==> config.mk <==
export PLATFORM = sky130hd
export DESIGN_NAME = ir_alternating_pulse_decoder
export DESIGN_NICKNAME = d
export VERILOG_FILES = /design/src/hdl/irapd_pkg.sv /design/src/hdl/irapd_match.sv /design/src/hdl/ir_alternating_pulse_decoder.sv
export VERILOG_INCLUDE_DIRS = /design/src /design/src/hdl
export SDC_FILE = /design/constraint.sdc
export NUM_CORES = 1
export LEC_CHECK = 0
export ABC_AREA = 1
export BUFFER_PORTS_ARGS = -buffer_cell sky130_fd_sc_hd__buf_2
export CELL_PAD_IN_SITES_DETAIL_PLACEMENT = 2
export CELL_PAD_IN_SITES_GLOBAL_PLACEMENT = 2
export CORE_MARGIN = 5
export CORE_UTILIZATION = 43
export CTS_BUF_LIST = sky130_fd_sc_hd__clkbuf_8 sky130_fd_sc_hd__clkbuf_16
export DETAILED_ROUTE_END_ITERATION = 8
export PLACE_DENSITY_LB_ADDON = 0.1
export SETUP_SLACK_MARGIN = 0.05
export SKIP_CTS_REPAIR_TIMING = 1
export SYNTH_ARGS = -nofsm -noshare
export SYNTH_HDL_FRONTEND = slang
export SYNTH_SLANG_ARGS = --single-unit
==> constraint.sdc <==
create_clock -name clk -period 21.3 [get_ports clk]
set_input_delay 3.195 -clock clk [delete_from_list [all_inputs] [get_ports clk]]
set_output_delay 3.195 -clock clk [all_outputs]
set_load 0.05 [all_outputs]
==> src/hdl/ir_alternating_pulse_decoder_defines.svh <==
// assertion macros for the alternating pulse decoder
`ifndef IR_ALTERNATING_PULSE_DECODER_DEFINES_SVH
`define IR_ALTERNATING_PULSE_DECODER_DEFINES_SVH

`ifndef ASSERT_OFF
// same-cycle implication, disabled during reset
`define APD_ASSERT(lbl, clk, rst, ante, cons) \
  lbl: assert property (@(posedge clk) disable iff (rst) (ante) |-> (cons)) \
    else $error("apd assertion failed");
// next-cycle implication, disabled during reset
`define APD_ASSERT_NEXT(lbl, clk, rst, ante, cons) \
  lbl: assert property (@(posedge clk) disable iff (rst) (ante) |=> (cons)) \
    else $error("apd assertion failed");
`else
`define APD_ASSERT(lbl, clk, rst, ante, cons)
`define APD_ASSERT_NEXT(lbl, clk, rst, ante, cons)
`endif

`endif

==> src/hdl/irapd_pkg.sv <==
package irapd_pkg;

  localparam int DUR_W     = 16;
  localparam int CODE_W    = 16;
  localparam int TOL_W     = 7;
  localparam int EXCESS_W  = 9;
  localparam int IDX_W     = 6;
  localparam int US_W      = 13;
  localparam int FAC_W     = 8;
  localparam int CFG_IDX_W = 1;
  localparam int CFG_DAT_W = 9;

  // nominal lengths in microseconds
  localparam logic [US_W-1:0] HDR_MARK_US  = 13'd6000;
  localparam logic [US_W-1:0] HDR_SPACE_US = 13'd1200;
  localparam logic [US_W-1:0] ONE_US       = 13'd1200;
  localparam logic [US_W-1:0] ZERO_US      = 13'd580;

  localparam logic [TOL_W-1:0]    PCT_FULL     = 7'd100;
  localparam logic [TOL_W-1:0]    TOL_RESET    = 7'd25;
  localparam logic [EXCESS_W-1:0] EXCESS_RESET = 9'd100;

  // frame positions
  localparam logic [IDX_W-1:0] IDX_HDR_MARK   = 6'd1;
  localparam logic [IDX_W-1:0] IDX_HDR_SPACE  = 6'd2;
  localparam logic [IDX_W-1:0] IDX_DATA_FIRST = 6'd3;
  localparam logic [IDX_W-1:0] IDX_MAX        = 6'd63;

  // register indexes
  localparam logic [CFG_IDX_W-1:0] REG_TOLERANCE = 1'b0;
  localparam logic [CFG_IDX_W-1:0] REG_EXCESS    = 1'b1;

  typedef struct packed {
    logic [DUR_W-1:0] duration_ticks;
    logic             end_of_capture;
  } in_word_t;

  typedef struct packed {
    logic              frame_ok;
    logic [CODE_W-1:0] code;
  } out_word_t;

  typedef struct packed {
    logic [TOL_W-1:0]    tolerance_pct;
    logic [EXCESS_W-1:0] mark_excess_us;
  } cfg_t;

endpackage

==> src/hdl/irapd_match.sv <==
module irapd_match import irapd_pkg::*; #(
  parameter int TICK_US = 50
) (
  input  logic [DUR_W-1:0] duration,
  input  logic [US_W-1:0]  nominal_us,
  input  logic             is_mark,
  input  cfg_t             cfg,
  output logic             hit
);

  localparam int DIV    = 100 * TICK_US;
  localparam int DIV_W  = $clog2(DIV + 1);
  localparam int X_W    = US_W + FAC_W;
  localparam int PROD_W = DUR_W + 1 + DIV_W;

  logic [US_W-1:0]   adj_us;
  logic [FAC_W-1:0]  lo_fac;
  logic [FAC_W-1:0]  hi_fac;
  logic [X_W-1:0]    x_lo;
  logic [X_W-1:0]    x_hi;
  logic [PROD_W-1:0] d_scaled;

  always_comb begin
    if (is_mark) begin
      adj_us = nominal_us + US_W'(cfg.mark_excess_us);
    end else if (nominal_us > US_W'(cfg.mark_excess_us)) begin
      adj_us = nominal_us - US_W'(cfg.mark_excess_us);
    end else begin
      adj_us = '0;
    end
  end

  assign lo_fac = (cfg.tolerance_pct >= PCT_FULL) ? '0 :
                  FAC_W'(PCT_FULL - cfg.tolerance_pct);
  assign hi_fac = FAC_W'(cfg.tolerance_pct) + FAC_W'(PCT_FULL);

  assign x_lo     = X_W'(adj_us) * X_W'(lo_fac);
  assign x_hi     = X_W'(adj_us) * X_W'(hi_fac);
  assign d_scaled = PROD_W'(duration) * PROD_W'(DIV);

  // floor(x_lo/div) <= d  and  d <= floor(x_hi/div) + 1, without dividing
  assign hit = (PROD_W'(x_lo) < d_scaled + PROD_W'(DIV)) &&
               (d_scaled <= PROD_W'(x_hi) + PROD_W'(DIV));

endmodule

==> src/hdl/ir_alternating_pulse_decoder.sv <==
// path: a closing word is held in the input register, and its result word is
//   registered in the result register, where it waits until taken
// throughput: one input word per cycle; a frame-closing word waits only while
//   the result register is full and stalled
// reset: synchronous active-high rst clears frame state, the valid flags of both
//   word registers and restores tolerance 25 % and mark excess 100 us
`include "ir_alternating_pulse_decoder_defines.svh"

module ir_alternating_pulse_decoder import irapd_pkg::*; #(
  parameter int CODE_BITS = 16,
  parameter int TICK_US   = 50
) (
  input  logic                 clk,
  input  logic                 rst,
  // input word channel
  input  logic                 item_valid,
  output logic                 item_stall,
  input  in_word_t             item,
  // result word channel
  output logic                 result_valid,
  input  logic                 result_stall,
  output out_word_t            result,
  // configuration writes
  input  logic                 cfg_we,
  input  logic [CFG_IDX_W-1:0] cfg_index,
  input  logic [CFG_DAT_W-1:0] cfg_data
);

  localparam logic [IDX_W-1:0] DATA_END  = IDX_W'(3 + CODE_BITS);
  localparam logic [IDX_W-1:0] FRAME_LEN = IDX_W'(4 + CODE_BITS);

  // configuration registers
  cfg_t cfg;

  // input register
  in_word_t item_q;
  logic     item_q_valid;
  logic     advance;

  // frame state
  logic [IDX_W-1:0]     entry_index;
  logic [CODE_BITS-1:0] shift_value;
  logic                 mismatch_seen;

  logic [IDX_W-1:0]     entry_index_next;
  logic [CODE_BITS-1:0] shift_value_next;
  logic                 mismatch_seen_next;

  // match inputs and outputs
  logic [US_W-1:0] nominal_a;
  logic            is_mark;
  logic            hit_a;
  logic            hit_b;
  logic            in_header;
  logic            in_data;
  logic            frame_good;

  always_ff @(posedge clk) begin
    if (rst) begin
      cfg.tolerance_pct  <= TOL_RESET;
      cfg.mark_excess_us <= EXCESS_RESET;
    end else if (cfg_we) begin
      case (cfg_index)
        REG_TOLERANCE: cfg.tolerance_pct  <= cfg_data[TOL_W-1:0];
        REG_EXCESS:    cfg.mark_excess_us <= cfg_data[EXCESS_W-1:0];
        default: ;
      endcase
    end
  end

  // a word that closes no frame always moves on; a closing word needs the
  // result register free or being emptied this cycle
  assign advance    = item_q_valid &&
                      (!item_q.end_of_capture || !result_valid || !result_stall);
  assign item_stall = item_q_valid && !advance;

  always_ff @(posedge clk) begin
    if (rst) begin
      item_q_valid <= 1'b0;
    end else if (!item_stall) begin
      item_q_valid <= item_valid;
    end
  end

  always_ff @(posedge clk) begin
    if (!item_stall && item_valid) begin
      item_q <= item;
    end
  end

  // pick the nominal for this position: header mark, header space or a one bit;
  // the zero-bit compare runs alongside
  assign in_header = (entry_index == IDX_HDR_MARK) || (entry_index == IDX_HDR_SPACE);
  assign in_data   = (entry_index >= IDX_DATA_FIRST) && (entry_index < DATA_END);

  always_comb begin
    if (entry_index == IDX_HDR_MARK) begin
      nominal_a = HDR_MARK_US;
      is_mark   = 1'b1;
    end else if (entry_index == IDX_HDR_SPACE) begin
      nominal_a = HDR_SPACE_US;
      is_mark   = 1'b0;
    end else begin
      nominal_a = ONE_US;
      // data starts on a mark at an odd position
      is_mark   = entry_index[0];
    end
  end

  irapd_match #(.TICK_US(TICK_US)) u_match_a (
    .duration   (item_q.duration_ticks),
    .nominal_us (nominal_a),
    .is_mark    (is_mark),
    .cfg        (cfg),
    .hit        (hit_a)
  );

  irapd_match #(.TICK_US(TICK_US)) u_match_b (
    .duration   (item_q.duration_ticks),
    .nominal_us (ZERO_US),
    .is_mark    (is_mark),
    .cfg        (cfg),
    .hit        (hit_b)
  );

  // frame state update; a one wins when both bit lengths match
  always_comb begin
    mismatch_seen_next = mismatch_seen ||
                         (in_header && !hit_a) ||
                         (in_data && !hit_a && !hit_b);
    shift_value_next   = in_data ? ((shift_value << 1) | CODE_BITS'(hit_a)) : shift_value;
    entry_index_next   = (entry_index == IDX_MAX) ? entry_index : entry_index + 1'b1;
    frame_good         = (entry_index_next == FRAME_LEN) && !mismatch_seen_next;
  end

  always_ff @(posedge clk) begin
    if (rst) begin
      entry_index   <= '0;
      shift_value   <= '0;
      mismatch_seen <= 1'b0;
    end else if (advance) begin
      if (item_q.end_of_capture) begin
        entry_index   <= '0;
        shift_value   <= '0;
        mismatch_seen <= 1'b0;
      end else begin
        entry_index   <= entry_index_next;
        shift_value   <= shift_value_next;
        mismatch_seen <= mismatch_seen_next;
      end
    end
  end

  // result register
  always_ff @(posedge clk) begin
    if (rst) begin
      result_valid <= 1'b0;
    end else if (advance && item_q.end_of_capture) begin
      result_valid <= 1'b1;
    end else if (!result_stall) begin
      result_valid <= 1'b0;
    end
  end

  always_ff @(posedge clk) begin
    if (advance && item_q.end_of_capture) begin
      result.frame_ok <= frame_good;
      result.code     <= frame_good ? CODE_W'(shift_value_next) : '0;
    end
  end

  // a failed frame never carries a code
  `APD_ASSERT(a_fail_code_zero, clk, rst, result_valid && !result.frame_ok, result.code == '0)
  // nothing is shifted before the data section
  `APD_ASSERT(a_header_no_bits, clk, rst, entry_index < IDX_DATA_FIRST, shift_value == '0)
  // a closing word restarts the frame
  `APD_ASSERT_NEXT(a_frame_restart, clk, rst, advance && item_q.end_of_capture,
                   entry_index == '0 && !mismatch_seen && result_valid)
  // the input side only waits on a closing word behind a held result
  `APD_ASSERT(a_stall_cause, clk, rst, item_stall,
              item_q.end_of_capture && result_valid && result_stall)

endmodule
Yosys cells after proc, flatten, opt, wreduce, memory -nomap -nowiden
Index checks and enable logic that the tools add are counted.
{ "totals": {"latch_bits": 0, "input_bits": 32, "rom_bits": 0, "mem_count": 0, "ramBits": 0, "regBits": 75} }
{ "classes": {"reduce_logical": 26, "n_mux": 15, "eq_ne": 5, "div": 0, "shift": 0, "multipliers": 5, "magnitude_cmp": 9, "addsub": 10, "bitwise_logic": 2} }
{ "op_table": {"columns": ["operator", "count"], "rows": [
  ["13-bit by 8-bit multiplier with 21-bit output", 4],
  ["13-bit two-way mux", 5],
  ["29-bit by 30-bit <= comparator with 1-bit output", 2],
  ["21-bit by 30-bit < comparator with 1-bit output", 2],
  ["21-bit by 13-bit adder with 22-bit output, second input constant", 2],
  ["16-bit two-way mux", 2],
  ["29-bit by 13-bit adder with 30-bit output, second input constant", 1],
  ["16-bit by 10-bit multiplier with 26-bit output, second input constant", 1],
  ["16-bit by 1-bit bitwise OR with 16-bit output", 1],
  ["13-bit by 9-bit adder with 13-bit output", 1],
  ["13-bit by 9-bit > comparator with 1-bit output", 1],
  ["13-bit by 9-bit subtractor with 13-bit output", 1],
  ["6-bit two-way mux", 2],
  ["10-bit by 9-bit adder with 11-bit output, first input constant", 1],
  ["1-bit logical AND", 11],
  ["10-bit by 9-bit subtractor with 11-bit output, first input constant", 1],
  ["10-bit by 9-bit > comparator with 1-bit output, first input constant", 1],
  ["7-bit by 7-bit adder with 8-bit output, second input constant", 1],
  ["1-bit logical NOT", 8],
  ["8-bit two-way mux", 1],
  ["7-bit by 7-bit subtractor with 8-bit output, first input constant", 1],
  ["7-bit greater-or-equal comparator, second input constant", 1],
  ["6-bit by 1-bit adder with 6-bit output, second input constant", 1],
  ["6-bit by 1-bit == test with 1-bit output, second input constant", 1],
  ["10 further kinds", 19]
]} }

Longest topological paths before layout
Gate-level depths: netlist (run 1).
{ "logic_depth": {"depth_word": 15, "depth_mapped": 53, "depth_no_buf": 53} }

Cells and area by module
From an unflattened synthesis (run 1), not the netlist that was laid out.
{ "unflattened": {"cells_unflattened": 3801, "area_unflattened_um2": 27797.9} }
{ "by_module_without_submodules": {"columns": ["module", "area_each_um2", "instances", "cells_each"], "rows": [
  ["irapd_match at u_match_a", 12438.2, 1, 1767],
  ["irapd_match at u_match_b", 12139.1, 1, 1679],
  ["ir_alternating_pulse_decoder", 3220.6, 1, 355]
]} }

Least setup slack after synthesis (run 1)
No wires, ideal clock.
{ "synth_timing": {"path_type": "register -> register", "start": "reg entry_index[1]", "end": "reg result[10] in the netlist's numbering (data pin)", "setup_ps": 135, "path_stages_with_launch": 51, "slack_ps": 13094, "arrival_time_ps": 8070, "period_less_slack_ps": 8206, "path_cell_list": "dfxtp_1 inv_1 ha_1 nand2_1 clkinv_1 ha_1 a21oi_1 or2_2 a21oi_1 nor2_1 nor2_1 inv_2 nand2_1 inv_1 nor2_1 nand2_1 inv_1 nand2_1 (+15 left out) o21bai_1 nand3_1 nand2_1 nand3_1 nand2_1 xor2_1 ha_1 nand4_1 inv_1 a21oi_1 nand2_1 nand2_1 nand3_1 o21bai_4 a21oi_4 nand4_4 buf_12 nor2_4"} }
{ "synth_via": {"elab_chain_len": 15, "word_cells_on_any_way": 41, "classes_between": "add/sub: 5; mul: 4; order compare: 7; eq/ne: 4; mux: 8; reduce/logical: 13"} }
{ "synth_lines": {"columns": ["element", "line_no", "text"], "rows": [
  ["start, declared", "ir_alternating_pulse_decoder.sv:41", "logic [IDX_W-1:0] entry_index;"],
  ["start signal, assigned", "ir_alternating_pulse_decoder.sv:147", "entry_index <= entry_index_next;"],
  ["6-bit by 1-bit == test with 1-bit output", "ir_alternating_pulse_decoder.sv:93, ir_alternating_pulse_decoder.sv:97", null],
  ["13-bit two-way mux", "ir_alternating_pulse_decoder.sv:97", "if (entry_index == IDX_HDR_MARK) begin"],
  ["13-bit by 9-bit subtractor with 13-bit output or 13-bit by 9-bit > comparator with 1-bit output (tied branches)", "irapd_match.sv:27, irapd_match.sv:26", null],
  ["13-bit two-way mux", "irapd_match.sv:26", "end else if (nominal_us > US_W'(cfg.mark_excess_us)) begin"],
  ["13-bit two-way mux", "irapd_match.sv:24", "if (is_mark) begin"],
  ["13-bit by 8-bit multiplier with 21-bit output", "irapd_match.sv:38", "assign x_hi = X_W'(adj_us) * X_W'(hi_fac);"],
  ["21-bit by 13-bit adder with 22-bit output", "irapd_match.sv:43", "(d_scaled <= PROD_W'(x_hi) + PROD_W'(DIV));"],
  ["29-bit by 30-bit <= comparator with 1-bit output", "irapd_match.sv:43", null],
  ["1-bit logical AND", "irapd_match.sv:42", "assign hit = (PROD_W'(x_lo) < d_scaled + PROD_W'(DIV)) &&"],
  ["1-bit logical NOT", "ir_alternating_pulse_decoder.sv:129, ir_alternating_pulse_decoder.sv:130", null],
  ["1-bit logical AND, on equally long branches", "ir_alternating_pulse_decoder.sv:129, ir_alternating_pulse_decoder.sv:130", null],
  ["1-bit logical OR or 1-bit logical AND (tied branches)", "ir_alternating_pulse_decoder.sv:128, ir_alternating_pulse_decoder.sv:130", null],
  ["1-bit logical OR", "ir_alternating_pulse_decoder.sv:129", "(in_header && !hit_a) ||"],
  ["1-bit logical NOT", "ir_alternating_pulse_decoder.sv:133", "frame_good = (entry_index_next == FRAME_LEN) && !mismatch_seen_next;"],
  ["1-bit logical AND", "ir_alternating_pulse_decoder.sv:133", null],
  ["end, declared", "ir_alternating_pulse_decoder.sv:22", "output out_word_t result,"]
]} }
Several ways; a longest one is shown, not always the timed one.
A chain may end at the register's enable or synchronous reset.

Worst setup path in the final report (run 1)
{ "layout_timing": {"start": "reg entry_index[1]", "end": "reg result[5] in the netlist's numbering (data pin)"} }
Same word-level chain as after synthesis.

==> flow_metrics.tcl, run 1 <==
set metrics [dict create \
    cts-root-buf "clkbuf_16" \
    dieArea_mm2 0.0531 \
    dr.max_layer_used "met5" \
    min_delay_worst_endpoint "entry_index[5]" \
    setup_slack_ns 10.02 \
    status "finished, final reports clean" \
    seqCellArea_mm2 0.00184 \
    postRouteAntennaNets 0 \
    drt-initial-drc-count 947 \
    firstDrtPassIters 5 \
    rrSetupSlack_ns 10.02 \
    fin_setup_tns_ns 0 \
    path_class "flip-flop to flip-flop" \
    grt_overflow_total 0 \
    nets 3437 \
    ys_seq_elements 75 \
    worstPathRequired_ns 21.53 \
    setup.worst_path.start_class "flip-flop" \
    wirelength_met1_um 33900 \
    dr_total_vias 18600 \
    pin_count 51 \
    syn_area_per_cell_um2 7.60 \
    slowest_stage "clkinv_1" \
    holdPathStages 2 \
    cts_buffers 9 \
    grt_antenna_before_repair 3 \
    grt_usage_pct 29.8 \
    max_freq_ghz 0.0887 \
    worstReg2RegEnd "result[5]" \
    fp.dieW_um 230 \
    period_share_pct 52.9 \
    grt_pass1_wl_um 123000 \
    cts_tree "built" \
    start_util_pct 43.6 \
    viasPerCell 5.46 \
    synth_cells 2752 \
    synth_fp_nets 3403 \
    cp_common_cell "nand2_1" \
    coreArea_mm2 0.0479 \
    r2r-start "entry_index[1]" \
    multi_input_area_mm2 0.0164 \
    fillers 5594 \
    ys_warn_count 0 \
    setup_viol 0 \
    die_h_um 230 \
    finClkSkew_ns 0.0255 \
    grt_pass1_vias 21800 \
    hold_violations 0 \
    worstHoldStart "entry_index[5]" \
    hold_class "flip-flop to flip-flop" \
    cp_top_family "simple AND/OR/NAND/NOR gates" \
    fin_crit_ns 11.28 \
    grt_max_degree 32 \
    ys_seq_area_share_pct 8.81 \
    drc 0 \
    async_reset_ff_share_pct 0 \
    cp.buffers_inverters 6 \
    numPortBuffers 50 \
    cts_buffer_depth 2 \
    worst_slew_pin_slew_ns 1.23 \
    wl_per_cell_um 23.4 \
    clk_latency_ns 0.41 \
    cts_num_sinks 75 \
    routed_wirelength_um 79600 \
    max-cap-violations 0 \
    synth-main-ff-cell "dfxtp_1" \
    cp_slowest_stage_delay_ns 0.67 \
    dp_hpwl_um 66700 \
    synth-edff-count 34 \
    worstPathArrival_ns 11.51 \
    slew_headroom_pct 18.0 \
    fp-row-count 80 \
    ff2ff_path_depth 49 \
    slew_violations 0 \
    cp_max_fo 17 \
    place_congestion 0.940 \
    area_delta_synth_final_pct 6.21 \
    synth.distinct_cells 52 \
    drive_gt1_share_pct 5.84 \
    setup.worst_path.end_class "flip-flop" \
    htree_levels 3 \
    netlist_area_mm2 0.0209 \
    rsz0062_at_grt "no" \
    dr_wl_met2_um 38100 \
    path_clk_slew_ns 0.08 \
    route.met3.wl_um 4100 \
    post-place-ws_ns 10.12 \
]
-- placed cells by master, fill, tap and decap left out, types with 30 or more instances in the layout --
cell type	Yosys	layout
a21oi_1	145	145
buf_2	1	50
dfxtp_1	41	41
edfxtp_1	34	34
fa_1	279	279
ha_1	340	340
inv_1	623	623
nand2_1	510	510
nand3_1	77	77
nor2_1	304	303
o21ai_0	71	71
xnor2_1	30	30
xor2_1	60	59
-- synth_stat cells, types with 10 or more instances --
cell type    n  area [um2]
a21oi_1    145         726
clkbuf_1    45         169
dfxtp_1     41         821
edfxtp_1    34        1020
fa_1       279        5590
ha_1       340        4250
inv_1      623        2340
inv_2       16        60.1
nand2_1    510        1910
nand2_2     13        81.3
nand3_1     77         385
nand4_1     15        93.8
nor2_1     304        1140
nor2_4      10         113
nor3_1      20         100
o211ai_1    10        75.1
o21ai_0     71         355
o21bai_1    10        75.1
o22ai_1     15        93.8
xnor2_1     30         263
xor2_1      60         526
-- flip-flops by register name, indices dropped and copies added, names as in the netlist --
| register | count |
|---|---|
| shift_value | 16 |
| result | 17 |
| cfg | 16 |
| mismatch_seen | 1 |
| item_q_valid | 1 |
| result_valid | 1 |
| item_q | 17 |
| entry_index | 6 |
-- per-layer routing --
metal  vias up  GRT usage [%]
met2       441           50.8
met5         -              0
li1       8491              -
met4         2           11.7
met1      9522           37.9
met3       156           5.19
-- layout make-up --
| type | count | area share [%] |
|---|---|---|
| multi-input cells | 1980 | 74.1 |
| inverters | 648 | 11.0 |
| flip-flops and latches | 75 | 8.30 |
| well taps | 615 | 3.47 |
| repair buffers | 72 | 1.87 |
| clock buffers | 9 | 1.01 |
| clock inverters | 7 | 0.321 |
| diodes | 1 | 0.0113 |
-- how the worst max path moves through the flow --
stage	startpoint	to	slack, ns	depth (start not counted)
floorplan	entry_index[1]	result[10]	13.09	50
global placement	entry_index[2]	result[5]	10.97	43
detailed placement	entry_index[1]	result[5]	10.12	49
CTS	entry_index[2]	result[5]	9.96	50
global route	entry_index[1]	result[5]	9.27	49
finish	entry_index[1]	result[5]	10.02	49
-- metrics by stage --
stage               instances  util (%)  area (um2)  hold WS, ns
detailed placement       3390      45.7       21900        0.459
global placement         3390      45.7       21900        0.454
CTS                      3406      46.3       22200        0.480
global route             3407      46.3       22200        0.509
floorplan                2752         -       20900        0.445
finish                   3407      46.3       22200        0.478
-- cells by family after synthesis --
family / Yosys count / synth area share, %
compound gates: 278 / 7.41
flops: 75 / 8.81
xor+xnor: 91 / 3.85
fa+ha+maj: 619 / 47.1
simple gates: 992 / 20.3
buf+inv: 697 / 12.6
-- worst reg2reg max path: cells and delay by family, from the launching register on --
| kind | cells | cell delay, ns |
|---|---|---|
| simple gates | 27 | 4.34 |
| fa+ha+maj | 8 | 3.38 |
| buf+inv | 6 | 1.56 |
| compound gates | 7 | 1.25 |
| flops | 1 | 0.44 |
| xor+xnor | 1 | 0.15 |
Power of run 1 is left out: the tool's default activity adds up to more than one toggle a clock period on the data nets, which glitch-free logic cannot reach.
==> inputs of run 2 (changes only) <==
CORE_UTILIZATION = 36   (was 43)
clock period = 10 ns   (was 21.3 ns; I/O delays follow)
==> run 2 against run 1 <==
- fmax up 23%
- count of clock-buffer cells in the layout stayed put
- highest routed layer is now met4
- sequential share of layout area shrank 0.12 points
- via count fell by 2.6%
- global-route usage down 6.1 points
- die area grew 19%
- largest cell class unchanged
==> flow_metrics.tcl, run 2 (synthesized netlist as in run 1, its figures left out) <==
set metrics [dict create \
    area_delta_synth_final_pct 7.90 \
    min_delay_worst_endpoint "entry_index[5]" \
    antenna_cells 0 \
    worstPathArrival_ns 9.32 \
    pin_count 51 \
    rsz0062_at_grt "no" \
    slowest_stage "fa_1" \
    ff2ff_path_depth 43 \
    holdPathStages 2 \
    grt_antenna_before_repair 1 \
    seqCellArea_mm2 0.00184 \
    htree_levels 3 \
    grt_pass1_vias 20600 \
    dr_total_vias 18100 \
    worstReg2RegEnd "result[0]" \
    fp.dieW_um 251 \
    wl_per_cell_um 20.8 \
    startpoint "cfg[11]" \
    cp_common_cell "nand2_1" \
    grt_max_degree 32 \
    routed_wirelength_um 74500 \
    grt_overflow_total 0 \
    setup.worst_path.end_class "flip-flop" \
    worst_slew_pin_slew_ns 1.23 \
    slew_violations 0 \
    status "finished, final reports clean" \
    cts_buffer_depth 2 \
    cts-root-buf "clkbuf_16" \
    fillers 6696 \
    drt-initial-drc-count 627 \
    die_h_um 251 \
    cp_slowest_stage_delay_ns 0.52 \
    r2r-start "cfg[11]" \
    worstPathRequired_ns 10.11 \
    viasPerCell 5.07 \
    path_class "flip-flop to flip-flop" \
    multi_input_area_mm2 0.0164 \
    max-cap-violations 0 \
    layout_common_cells "622 x inv_1, 510 x nand2_1, 340 x ha_1" \
    mostFrequentLayoutCell "inv_1" \
    hold_class "flip-flop to flip-flop" \
    largest_registers "item_q: 17 flops, result: 17 flops" \
    place_congestion 0.890 \
    cts_num_sinks 75 \
    period_share_pct 92.0 \
    worstHoldStart "entry_index[5]" \
    grt_pass1_wl_um 117000 \
    start_util_pct 36.3 \
    grt_usage_pct 23.7 \
    numPortBuffers 50 \
    fin_setup_tns_ns 0 \
    cts_tree "built" \
    slew_headroom_pct 18.1 \
    path_clk_slew_ns 0.07 \
    cts_buffers 9 \
    firstDrtPassIters 5 \
    dieArea_mm2 0.0630 \
    dp_hpwl_um 64600 \
    coreArea_mm2 0.0576 \
    fin_crit_ns 9.20 \
    nets 3460 \
    fp-row-count 88 \
    drc 0 \
    setup_viol 0 \
    setup.worst_path.start_class "flip-flop" \
    drive_gt1_share_pct 6.68 \
    clk_latency_ns 0.38 \
    rrSetupSlack_ns 0.80 \
    hold_violations 0 \
    cp_max_fo 17 \
    postRouteAntennaNets 0 \
    max_freq_ghz 0.109 \
    finClkSkew_ns 0.0192 \
]
[run 2: area by class of cell]
type | instances | share of cell area (%)
Timing Repair Buffer | 95 | 2.62
Inverter | 648 | 10.8
Sequential cell | 75 | 8.17
Clock buffer | 9 | 0.999
Tap cell | 765 | 4.24
Multi-Input combinational cell | 1980 | 72.9
Clock inverter | 7 | 0.288
[run 2: stage by stage]
stage	std cells	hold slack [ns]	instance area (um2)	worst slack, ns	utilization, %
finish	3579	0.485	22600	0.796	39.2
global route	3579	0.496	22600	0.0790	39.2
CTS	3579	0.487	22500	0.518	39.2
detailed placement	3563	0.475	22300	0.611	38.7
global placement	3563	0.457	22300	0.899	38.7
floorplan	2752	0.445	20900	1.79	-
[run 2: worst max-delay path, delay by kind of cell, from the launching register on]
kind	cells	cell delay [ns]
AO/OA/AOI/OAI	9	1.62
XOR/XNOR	1	0.33
adder cells (fa/ha/maj)	7	2.91
buffers and inverters	7	1.73
flip-flops	1	0.31
AND/OR/NAND/NOR	19	2.00
[run 2: how the worst max path moves through the flow]
stage | to | slack (ns) | cells past startpoint
global placement | result[4] | 0.90 | 44
floorplan | result[10] | 1.79 | 50
CTS | result[0] | 0.52 | 51
global route | result[6] | 0.08 | 50
detailed placement | result[5] | 0.61 | 51
finish | result[0] | 0.80 | 43
[run 2: layer usage]
layer | GRT usage, % | part of all wire (%)
met1 | 32.6 | 47
met4 | 5.38 | 2.4
met2 | 40.2 | 47
met3 | 3.08 | 3.1
met5 | 0 | 0
Power of run 2 is left out for the same reason.
